### src/kdst_pkg.sv
// package for the keyed duration stats table
// types, widths and defaults shared by the kdst modules, and the sequencer states
// no dependencies
package kdst_pkg;

  localparam int TableEntriesDef = 64;
  localparam int KeyWidthDef     = 32;

  localparam int FieldW    = 32;
  localparam int SlotW     = 6;
  localparam int InDataW   = 64;
  localparam int OutDataW  = 104;
  localparam int OutUserW  = 3;

  typedef enum logic [2:0] {
    StIdle,
    StScan,
    StHit,
    StCreate,
    StDrop
  } state_e;

  typedef struct packed {
    logic [FieldW-1:0] worst;
    logic [FieldW-1:0] calls;
    logic [FieldW-1:0] total;
  } stats_t;

  typedef struct packed {
    logic             found;
    logic             created;
    logic             dropped;
    logic [SlotW-1:0] slot;
    stats_t           stats;
  } res_t;

endpackage

### src/kdst_seq.sv
// sequencer of the keyed duration stats table: key scan, compare and stats update
// drives the kdst_store ports and hands one result to the output register
// depends on kdst_pkg
module kdst_seq #(
  parameter int ENTRIES  = kdst_pkg::TableEntriesDef,
  parameter int KEY_BITS = kdst_pkg::KeyWidthDef,
  localparam int IdxW    = (ENTRIES > 1) ? $clog2(ENTRIES) : 1,
  localparam int CntW    = $clog2(ENTRIES + 1)
) (
  input  logic                          clk_i,
  input  logic                          rst_ni,
  input  logic                          in_valid_i,
  output logic                          in_ready_o,
  input  logic [KEY_BITS-1:0]           in_key_i,
  input  logic [kdst_pkg::FieldW-1:0]   in_dur_i,
  input  logic                          out_free_i,
  output logic                          res_load_o,
  output kdst_pkg::res_t                res_o,
  output logic                          rd_en_o,
  output logic [IdxW-1:0]               rd_addr_o,
  output logic                          wr_en_o,
  output logic [IdxW-1:0]               wr_addr_o,
  output logic [KEY_BITS-1:0]           wr_key_o,
  output kdst_pkg::stats_t              wr_stats_o,
  input  logic [KEY_BITS-1:0]           rd_key_i,
  input  kdst_pkg::stats_t              rd_stats_i
);

  kdst_pkg::state_e               state_q, state_d;
  logic [KEY_BITS-1:0]            key_q, key_d;
  logic [kdst_pkg::FieldW-1:0]    dur_q, dur_d;
  logic [IdxW-1:0]                scan_q, scan_d;
  logic [CntW-1:0]                used_q, used_d;
  logic [CntW-1:0]                scan_next;
  kdst_pkg::stats_t               hit_stats;
  kdst_pkg::stats_t               new_stats;

  always_ff @(posedge clk_i or negedge rst_ni) begin
    if (!rst_ni) begin
      state_q <= kdst_pkg::StIdle;
      used_q  <= '0;
    end else begin
      state_q <= state_d;
      used_q  <= used_d;
    end
  end

  always_ff @(posedge clk_i) begin
    key_q  <= key_d;
    dur_q  <= dur_d;
    scan_q <= scan_d;
  end

  assign scan_next = CntW'(scan_q) + CntW'(1);

  // hit update: wrap add, increment, running max; a new entry starts from the duration
  always_comb begin
    hit_stats.total = rd_stats_i.total + dur_q;
    hit_stats.calls = rd_stats_i.calls + kdst_pkg::FieldW'(1);
    hit_stats.worst = (dur_q > rd_stats_i.worst) ? dur_q : rd_stats_i.worst;
    new_stats.total = dur_q;
    new_stats.calls = kdst_pkg::FieldW'(1);
    new_stats.worst = dur_q;
  end

  always_comb begin
    state_d    = state_q;
    key_d      = key_q;
    dur_d      = dur_q;
    scan_d     = scan_q;
    used_d     = used_q;
    in_ready_o = 1'b0;
    rd_en_o    = 1'b0;
    rd_addr_o  = scan_q;
    wr_en_o    = 1'b0;
    wr_addr_o  = scan_q;
    wr_key_o   = key_q;
    wr_stats_o = hit_stats;
    res_load_o = 1'b0;
    res_o      = '0;
    case (state_q)
      kdst_pkg::StIdle: begin
        in_ready_o = 1'b1;
        if (in_valid_i) begin
          key_d = in_key_i;
          dur_d = in_dur_i;
          if (used_q == '0) begin
            state_d = kdst_pkg::StCreate;
          end else begin
            rd_en_o   = 1'b1;
            rd_addr_o = '0;
            scan_d    = '0;
            state_d   = kdst_pkg::StScan;
          end
        end
      end
      kdst_pkg::StScan: begin
        if (rd_key_i == key_q) begin
          state_d = kdst_pkg::StHit;
        end else if (scan_next < used_q) begin
          rd_en_o   = 1'b1;
          rd_addr_o = scan_next[IdxW-1:0];
          scan_d    = scan_next[IdxW-1:0];
        end else if (used_q < CntW'(ENTRIES)) begin
          state_d = kdst_pkg::StCreate;
        end else begin
          state_d = kdst_pkg::StDrop;
        end
      end
      kdst_pkg::StHit: begin
        if (out_free_i) begin
          wr_en_o       = 1'b1;
          wr_addr_o     = scan_q;
          wr_stats_o    = hit_stats;
          res_load_o    = 1'b1;
          res_o.found   = 1'b1;
          res_o.slot    = kdst_pkg::SlotW'(scan_q);
          res_o.stats   = hit_stats;
          state_d       = kdst_pkg::StIdle;
        end
      end
      kdst_pkg::StCreate: begin
        if (out_free_i) begin
          wr_en_o       = 1'b1;
          wr_addr_o     = used_q[IdxW-1:0];
          wr_stats_o    = new_stats;
          used_d        = used_q + CntW'(1);
          res_load_o    = 1'b1;
          res_o.created = 1'b1;
          res_o.slot    = kdst_pkg::SlotW'(used_q);
          res_o.stats   = new_stats;
          state_d       = kdst_pkg::StIdle;
        end
      end
      kdst_pkg::StDrop: begin
        if (out_free_i) begin
          res_load_o    = 1'b1;
          res_o.dropped = 1'b1;
          state_d       = kdst_pkg::StIdle;
        end
      end
      default: begin
        state_d = kdst_pkg::StIdle;
      end
    endcase
  end

endmodule

### config.mk
export PLATFORM = sky130hd
export DESIGN_NAME = kdst_seq
export DESIGN_NICKNAME = d
export VERILOG_FILES = /design/src/kdst_pkg.sv /design/src/kdst_seq.sv
export SDC_FILE = /design/constraint.sdc
export NUM_CORES = 1
export LEC_CHECK = 0
export BUFFER_PORTS_ARGS = -buffer_cell sky130_fd_sc_hd__buf_2
export CORE_AREA = 2 2 172 174
export DETAILED_ROUTE_END_ITERATION = 7
export DIE_AREA = 0 0 174 176
export SLEW_MARGIN = 40
export SYNTH_ARGS = -nofsm -noshare
export SYNTH_HDL_FRONTEND = slang
export SYNTH_SLANG_ARGS = --single-unit
### constraint.sdc
create_clock -name clk_i -period 3.6 [get_ports clk_i]
set_clock_uncertainty 0.2 [all_clocks]
set_input_delay 0.18 -clock clk_i [delete_from_list [all_inputs] [get_ports clk_i]]
set_output_delay 0.18 -clock clk_i [all_outputs]
set_load 0.02 [all_outputs]
==> reports/metrics.yaml, run 1 <==
status: "finished, violations left"
violations: "negative setup slack"
grt_pass1_vias: 9526
clock-sinks: 80
clkTransAtPathRegs_ns: 0.07
multi_input_area_sq_um: 6160
relSlewSlack_pct: 59.1
cts_made_buffers: 9
ios: 445
cp-end-kind: "primary output"
most-common-layout-cells: "buf_2, nor2_1, nand2_1"
hold_violations: 0
required_ns: 3.22
viasPerCell: 5.02
ys_ff_latch: 80
maxSlewViolCount: 0
die_h_um: 176
drc: 0
drtIter0Drc: 545
fmax_mhz: 267
start_util_pct: 29.1
slowest_stage: "edfxtp_1"
place_area_sq_um: 11200
total_power_mw: 7.91
crit_buf_inv: 5
syn_area_sq_um: 8300
clk_latency_ns: 0.36
tightest_slew_ns: 0.611
port_buffers: 444
maxCapViolCount: 0
cts.htree.levels: 3
power.density_nw_per_um2: 580
synth_cell_types: 64
worstPathArrival_ns: 3.37
period_needed_ns: 3.75
die_x_um: 174
final_common_cell: "buf_2"
ir_drop_uv: 471
totalWireLength_mm: 36.9
cpPeakStageDelay_ns: 0.49
area_growth_pct: 64.4
seqCellArea_sq_um: 2290
clockBufferDepth: 2
critPathKind: "flip-flop to primary output"
antenna_found_initial: 2
setup_ws_ns: -0.147
power.leakage_nw: 6.43
gp_congestion: 0.862
vias: 9764
fin_crit_sh_pct: 104
dieArea_sq_um: 30600
synthCells: 990
post_drt_wl_per_cell_um: 19.0
rows: 62
grt_remaining_overflow: 0
setup_violations: 71
rsz0062_at_grt: "true"
ys_async_sr_fraction_pct: 12.5
seq_area_frac_synth_pct: 27.6
firstDrtPassIters: 4
ys_warn_count: 0
ant_nets: 0
synth_area_per_cell_sq_um: 8.38
grt_max_degree: 48
place_worst_setup_slack_ns: -0.136
nets: 1824
synth-edff-count: 64
startpoint_type: "flip-flop"
cts_tree: "yes"
worst_hold_slack_ns: 0.00661
synth-main-ff-cell: "edfxtp_1"
drive_gt1_share_pct: 43.8
core_area_sq_um: 28500
cp_common_cell: "buf_6"
crit_fanout: 8
worstPathCellList: "buf_6, ha_4, and3_4, or3b_4, a21oi_2, o31ai_2, o211ai_1, a31oi_4, buf_6, a21oi_4, buf_6, buf_12, a22o_1, buf_6"
nFillCells: 2765
place_hpwl_mm: 27.5
crit_family: "compound AO/OA/AOI/OAI gates"
syn_nets: 1260
final_area_sq_um: 13600
root_buffer: "clkbuf_16"
hold_path.class: "input port to asynchronous set/reset pin"
grt_use_total_pct: 21.9
grt_first_pass_wirelength_mm: 52.4
==> logic make-up (layout without fill, tap and decap cells) <==
family	count (synthesis)	count (layout)	synth area share (%)
mux	45	45	7.27
flops	80	80	27.6
simple gates	357	357	20.1
fa+ha+maj	74	74	11.2
other cells	0	1	0
buf+inv	104	673	5.56
compound gates	231	231	17.8
xor+xnor	99	99	10.4
==> path summary, 6_finish.rpt <==
path / from / cells after the start / slack [ns] / endpoint
max: dur_q[9] / 14 / -0.15 / res_o[64]
min: rst_ni / 2 / 0.007 / used_q[0]
max reg2reg: scan_q[1] / 12 / 0.69 / state_q[1]
min reg2reg: used_q[6] / 1 / 0.34 / used_q[6]
max in group asynchronous: rst_ni / 2 / 2.98 / state_q[0]
min in group clk_i: in_valid_i / 4 / 0.03 / state_q[2]
==> metal layers <==
layer	GRT usage [%]	wire, um
met3	5.38	2370
met4	8.33	1210
met5	0	5
met2	39.9	18800
met1	24.8	14600
==> what timing repair did <==
| action | 4_1_cts | 5_1_grt |
|---|---|---|
| hold buffers | 65 | 0 |
| resized for setup | 88 | 195 |
| setup buffers | 14 | 26 |
| hold endpoints to repair | 74 | 0 |
| pin swaps | 17 | 57 |
| cloned | 2 | 4 |
| endpoints found under the setup margin | 89 | 89 |
==> registers in the layout, indices dropped and copies added (netlist names) <==
register and cells:
dur_q 32, state_q 3, used_q 7, scan_q 6
wr_key_o 32
==> stage by stage <==
stage | util [%] | instances | setup TNS [ns]
after floorplan | - | 990 | 0
after global placement | 39.2 | 1820 | 0
final | 47.8 | 1944 | -7.28
after detailed placement | 39.2 | 1820 | -0.173
after CTS | 44.3 | 1917 | -0.814
after global routing | 47.8 | 1943 | -14.70
==> synth_stat cells (4+ instances only) <==
| master | number | share of area (%) |
|---|---|---|
| mux2_2 | 6 | 0.81 |
| a21oi_1 | 63 | 3.8 |
| o211ai_1 | 8 | 0.72 |
| or2_2 | 4 | 0.30 |
| a41oi_1 | 4 | 0.42 |
| nor2_1 | 127 | 5.7 |
| a21o_1 | 14 | 1.3 |
| nor2b_1 | 7 | 0.53 |
| nand4_1 | 29 | 2.2 |
| and3_1 | 17 | 1.3 |
| a31oi_1 | 6 | 0.45 |
| nand3_1 | 26 | 1.6 |
| mux2i_1 | 10 | 1.2 |
| nand2_1 | 101 | 4.6 |
| mux2_4 | 29 | 5.2 |
| or4_1 | 5 | 0.45 |
| edfxtp_1 | 64 | 23 |
| ha_1 | 73 | 11 |
| nand2b_1 | 8 | 0.60 |
| dfxtp_1 | 6 | 1.4 |
| a22o_1 | 32 | 3.4 |
| clkbuf_1 | 30 | 1.4 |
| nor4_1 | 6 | 0.45 |
| a211oi_1 | 10 | 0.90 |
| o21ai_0 | 62 | 3.7 |
| dfrtp_1 | 10 | 3.0 |
| o21a_1 | 4 | 0.36 |
| and2_1 | 6 | 0.45 |
| buf_1 | 7 | 0.32 |
| inv_1 | 57 | 2.6 |
| xor2_1 | 37 | 3.9 |
| nor3_1 | 6 | 0.36 |
| xnor2_1 | 62 | 6.5 |
==> where the power goes <==
part,total [mW],switching [mW],internal (mW),leakage [nW]
Sequential,1.41,0.203,1.20,0.761
Clock,0.982,0.438,0.544,0.148
Combinational,5.53,3.20,2.33,5.52
==> area by class of cell <==
type	instances	share of cell area [%]
Multi-Input combinational cell	806	45.2
Timing Repair Buffer	600	30.8
Sequential cell	80	16.8
Tap cell	384	3.52
Clock buffer	10	1.68
Inverter	57	1.57
Clock inverter	6	0.477
Antenna cell	1	0.0183
==> worst register-to-register path, stage by stage (launching register included) <==
cell      delay (ns)
dfxtp_1         0.34
ha_4            0.17
nor2b_1         0.13
or2_2           0.28
ha_1            0.28
o21a_1          0.10
o21a_1          0.16
o211ai_1        0.20
a21oi_2         0.11
nor3_2          0.26
buf_2           0.23
nor2_1          0.07
mux2_2          0.27
Note: power is estimated with default switching activity, not from simulation.
==> run 2: changes to the inputs <==
--- a/config.mk
+++ b/config.mk
@@ -8,5 +8,5 @@
 export BUFFER_PORTS_ARGS = -buffer_cell sky130_fd_sc_hd__buf_2
-export CORE_AREA = 2 2 172 174
+export CORE_AREA = 2 2 175 177
 export DETAILED_ROUTE_END_ITERATION = 7
-export DIE_AREA = 0 0 174 176
+export DIE_AREA = 0 0 177 179
 export SLEW_MARGIN = 40
==> constraint.sdc (replaced) <==
create_clock -name clk_i -period 3.6 [get_ports clk_i]
set_clock_uncertainty 0.2 [all_clocks]
set_input_delay 0.36 -clock clk_i [delete_from_list [all_inputs] [get_ports clk_i]]
set_output_delay 0.36 -clock clk_i [all_outputs]
set_load 0.02 [all_outputs]
==> run 2 against run 1 <==
Compared with the run above: the run still ends with negative setup slack left; worst hold slack improved by 0.045 ns; sequential power is essentially flat; first-iteration DRC count grew 1.8%; global-route usage fell by 0.36 points; register-to-register slack barely moved; combinational power increased by 6.7%; clock power increased by 1%; die area grew 3.5%; final cell count rose by 3.0%.
==> reports/metrics.yaml, run 2 (synthesized netlist as in run 1, its figures left out) <==
grt_remaining_overflow: 0  # unchanged
timing.rr.end: "state_q[1]"
total_power_mw: 8.28  # +4.7%
most-common-layout-cells: "buf_2, buf_4, nor2_1"
ios: 445  # unchanged
power.density_nw_per_um2: 574  # -1.1%
cp_common_cell: "buf_6"
place_worst_setup_slack_ns: -0.211  # -0.0751 ns
crit_path_start: "dur_q[6]"
die_h_um: 179  # +1.7%
rsz0062_at_grt: "true"
dieArea_sq_um: 31700  # +3.5%
required_ns: 3.04  # -0.18 ns
clk_latency_ns: 0.34  # -0.02 ns
grt_max_degree: 48  # unchanged
grt_first_pass_wirelength_mm: 52.8  # +0.92%
fmax_mhz: 255  # -4.4%
start_util_pct: 27.6  # -1.4 points
root_buffer: "clkbuf_16"
clockBufferDepth: 2  # unchanged
cts.htree.levels: 3  # unchanged
r2r_setup_slack_ns: 0.70  # about the same
area_growth_pct: 74.0
worstPathArrival_ns: 3.36  # about the same
slowest_stage: "edfxtp_1"
critPathCapture: "res_o[85]"
setup_ws_ns: -0.319  # -0.171 ns
ant_nets: 0  # unchanged
rows: 64  # +3.2%
viasPerCell: 5.02  # about the same
fin_util_pct: 48.1  # +0.29 points
maxCapViolCount: 0  # unchanged
drc: 0  # unchanged
critPathKind: "flip-flop to primary output"
clock-sinks: 80  # unchanged
ir_drop_uv: 440  # -6.6%
antenna_cells: 0  # -1
hold_path.class: "input port to flip-flop"
power.leakage_nw: 6.77  # +5.3%
clkTransAtPathRegs_ns: 0.07  # about the same
grt_pass1_vias: 9653  # +1.3%
relSlewSlack_pct: 63.8  # +4.7 points
grt_use_total_pct: 21.6  # -0.36 points
violations: "negative setup slack"
hold_violations: 0  # unchanged
crit_fanout: 16  # +8
antenna_found_initial: 2  # unchanged
drtIter0Drc: 555  # +1.8%
cts_tree: "yes"
crit_buf_inv: 4  # -1
cts_made_buffers: 9  # unchanged
post_drt_wl_per_cell_um: 18.4  # -3.0%
worstRegToRegCells: 13  # +1
worstPathCellList: "ha_4, nand3_4, or3b_4, a21oi_2, o31ai_1, o211ai_1, a31oi_4, buf_6, buf_6, a21oi_4, buf_12, a22o_1, buf_6"
period_needed_ns: 3.92  # +0.171 ns
critical_path_cell_count: 13  # -1
cp-end-kind: "primary output"
crit_family: "compound AO/OA/AOI/OAI gates"
totalWireLength_mm: 36.9  # about the same
port_buffers: 444  # unchanged
place_hpwl_mm: 27.3  # -0.71%
gp_congestion: 0.867  # +0.57%
tightest_slew_ns: 0.543  # -0.0684 ns
vias: 10100  # +2.9%
fin_setup_tns_ns: -19.95  # -12.67 ns
core_area_sq_um: 30000  # +5.2%
nets: 1872  # +2.6%
startpoint_type: "flip-flop"
fin_crit_sh_pct: 109  # +4.8 points
cpPeakStageDelay_ns: 0.54  # +0.05 ns
r2r_start: "scan_q[1]"
final_common_cell: "buf_2"
die_x_um: 177  # +1.7%
status: "finished, violations left"
setup_violations: 79  # +11%
firstDrtPassIters: 5  # +1
maxSlewViolCount: 0  # unchanged
drive_gt1_share_pct: 47.5  # +3.7 points
## run 2: changes by cell type in the layout (fill, tap and decap cells not counted), sizes merged
cell / before / now
buf: 532 / 584
bufinv: 1 / 0
clkbuf: 13 / 11
clkinvlp: 0 / 1
diode: 1 / 0
dlygate4sd3: 65 / 64
inv: 61 / 60
## run 2: stage by stage
step	hold WS, ns	std cells	instance area [sq um]
after floorplan	-0.136	990	8300
after global placement	0.0355	1867	11500
after detailed placement	0.0386	1867	11500
after CTS	0.0339	1983	13800
after global routing	0.0236	2003	14400
final	0.0513	2003	14400
## run 2: power by group
part	switching (mW)	internal [mW]	total (mW)
registers	0.178	1.21	1.39
clock network	0.456	0.540	0.996
logic	3.34	2.57	5.90
## run 2: worst min path at each step
stage,endpoint,cells after the start,slack [ns],from
2_1_floorplan,state_q[0],0,-0.14,rst_ni
3_3_place_gp,state_q[2],1,0.04,rst_ni
3_5_place_dp,used_q[3],1,0.04,rst_ni
4_1_cts,wr_key_o[17],1,0.03,in_key_i[17]
5_1_grt,wr_key_o[17],1,0.02,in_key_i[17]
6_report,wr_key_o[17],1,0.05,in_key_i[17]
## run 2: layout make-up
class                   count  area, sq um
repair buffers            648         4660
multi-input cells         806         6470
clock buffers              11          264
clock inverters             5         42.5
flip-flops and latches     80         2300
inverters                  57          214
well taps                 396          495
fillers                  2795        15600
## run 2: repair_timing
action,4_1_cts,5_1_grt
endpoints found under the hold margin,73,0
hold buffers,64,0
gates resized for setup,245,123
buffers inserted,32,20
pin swaps,30,38
endpoints found under the setup margin,94,107
gates cloned,4,1
## run 2: layer usage
layer | share of wire (%) | track usage (%)
met1 | 40 | 25.2
met2 | 50 | 38.7
met3 | 6.9 | 4.81
met4 | 3.1 | 7.75
met5 | 0.035 | 0
==> run 3: changes to the inputs <==
CORE_AREA = 2 2 171 173   (was 2 2 175 177)
DIE_AREA = 0 0 173 175   (was 0 0 177 179)
==> run 3 against run 2 <==
Compared with the run above: the flow still finishes with violations (negative setup slack); sequential power about the same; maximum frequency up 2.8%; largest power group unchanged; register-to-register slack about the same; via count down 0.19%; count of clock-buffer cells in the layout down 1; wire length up 0.91%; non-clock buffer count down 23; clock power down 4.5%.
==> reports/metrics.yaml, run 3 (synthesized netlist as in run 1, its figures left out) <==
status: "finished, violations left"
violations: "negative setup slack"
grt_first_pass_wirelength_mm: 54.1  # +2.4%
drive_gt1_share_pct: 46.3  # -1.3 points
setup_violations: 80  # +1.3%
hold_path.class: "input port to flip-flop"
relSlewSlack_pct: 52.5  # -11 points
required_ns: 3.04  # about the same
cts_tree: "yes"
min_path_cells: 1  # unchanged
nFillCells: 2715  # -2.9%
hold_path_startpoint: "in_dur_i[2]"
die_x_um: 173  # -2.3%
period_needed_ns: 3.81  # -0.106 ns
rows: 62  # -3.1%
antenna_found_initial: 2  # unchanged
fmax_mhz: 262  # +2.8%
drtIter0Drc: 572  # +3.1%
critPathKind: "flip-flop to primary output"
root_buffer: "clkbuf_16"
start_util_pct: 29.2  # +1.6 points
grt_remaining_overflow: 0  # unchanged
tightest_slew_ns: 0.713  # +0.170 ns
clockBufferDepth: 2  # unchanged
total_power_mw: 8.04  # -3.0%
worstRegToRegCells: 13  # unchanged
viasPerCell: 5.09  # +1.5%
rsz0062_at_grt: "true"
power.leakage_nw: 6.59  # -2.6%
place_hpwl_mm: 27.5  # +0.90%
cts.htree.levels: 3  # unchanged
fin_util_pct: 49.1  # +1.0 points
post_drt_wl_per_cell_um: 18.9  # +2.6%
worstPathArrival_ns: 3.25  # -0.11 ns
cts_made_buffers: 9  # unchanged
grt_max_degree: 65  # +35%
ant_nets: 0  # unchanged
power.density_nw_per_um2: 577  # +0.53%
maxCapViolCount: 0  # unchanged
vias: 10000  # -0.19%
ir_drop_uv: 399  # -9.5%
area_growth_pct: 67.9
crit_fanout: 8  # -8
multi_input_area_sq_um: 6280  # -2.8%
drc: 0  # unchanged
clock-sinks: 80  # unchanged
grt_pass1_vias: 9875  # +2.3%
startpoint_type: "flip-flop"
r2r_start: "scan_q[1]"
seqCellArea_sq_um: 2300  # -0.11%
firstDrtPassIters: 5  # unchanged
port_buffers: 444  # unchanged
hold_violations: 0  # unchanged
clk_latency_ns: 0.34  # about the same
setup_ws_ns: -0.213  # +0.106 ns
clkTransAtPathRegs_ns: 0.08  # about the same
totalWireLength_mm: 37.2  # +0.91%
timing.rr.end: "state_q[1]"
hold_end: "dur_q[2]"
nets: 1849  # -1.2%
cp-end-kind: "primary output"
final_common_cell: "buf_2"
die_h_um: 175  # -2.2%
dieArea_sq_um: 30300  # -4.4%
ios: 445  # unchanged
gp_congestion: 0.915  # +5.5%
fin_crit_sh_pct: 106  # -2.9 points
most-common-layout-cells: "buf_2, nor2_1, buf_4"
r2r_setup_slack_ns: 0.70  # about the same
core_area_sq_um: 28400  # -5.5%
grt_use_total_pct: 22.8  # +1.2 points
maxSlewViolCount: 0  # unchanged
[run 3: what timing repair did]
action | CTS | global route
buffers inserted | 21 | 17
gates cloned | 4 | 1
pin swaps | 46 | 37
hold buffers | 63 | 0
endpoints found under the setup margin | 96 | 114
gates resized for setup | 228 | 83
hold endpoints to repair | 72 | 0
[run 3: per-layer routing]
layer / track usage (%) / part of all wire (%) / vias to the layer above
met2: 41.1 / 50 / 426
met1: 27.2 / 41 / 4796
li1: - / - / 4743
met4: 8.51 / 3.4 / 0
met3: 3.79 / 5.5 / 68
met5: 0 / 0 / -
[run 3: power breakdown]
group          leakage [nW]  internal [mW]  switching [mW]
sequential            0.761           1.21           0.208
combinational          5.68           2.42            3.25
clock                 0.144          0.498           0.453
total                  6.59           4.13            3.91
[run 3: worst max path at each step]
stage	startpoint	cells past startpoint	to
finish	dur_q[10]	13	res_o[66]
global route	dur_q[11]	13	res_o[66]
CTS	dur_q[0]	13	res_o[18]
detailed placement	rd_stats_i[0]	13	wr_stats_o[22]
global placement	rd_stats_i[0]	13	wr_stats_o[22]
floorplan	state_q[2]	5	rd_addr_o[2]
[run 3: final cells by class]
| type | count | share of cell area (%) |
|---|---|---|
| Antenna cell | 2 | 0.0359 |
| Clock buffer | 10 | 1.71 |
| Clock inverter | 6 | 0.359 |
| Inverter | 57 | 1.55 |
| Multi-Input combinational cell | 806 | 45.1 |
| Sequential cell | 80 | 16.5 |
| Tap cell | 384 | 3.45 |
| Timing Repair Buffer | 625 | 31.3 |
[run 3: per-stage QoR]
stage / setup slack (ns) / instance area [sq um] / instances / setup TNS [ns] / hold WS, ns
2_1_floorplan: 0.0833 / 8300 / 990 / 0 / -0.136
3_3_place_gp: -0.271 / 11400 / 1848 / -1.72 / 0.0349
3_5_place_dp: -0.277 / 11400 / 1848 / -2.89 / 0.0366
4_1_cts: -0.158 / 13400 / 1952 / -6.23 / 0.0312
5_1_grt: -0.343 / 13900 / 1970 / -23.08 / 0.0251
6_report: -0.213 / 13900 / 1970 / -10.81 / 0.0434
[run 3: critical path, cell delays in order (launching register included)]
cell      delay (ns)
edfxtp_1        0.43
ha_1            0.32
and3_4          0.21
or3b_4          0.37
a21oi_2         0.14
o31ai_1         0.08
o211ai_1        0.24
a31oi_4         0.17
buf_6           0.16
a21oi_4         0.19
buf_12          0.16
buf_12          0.13
a22o_1          0.16
buf_6           0.13
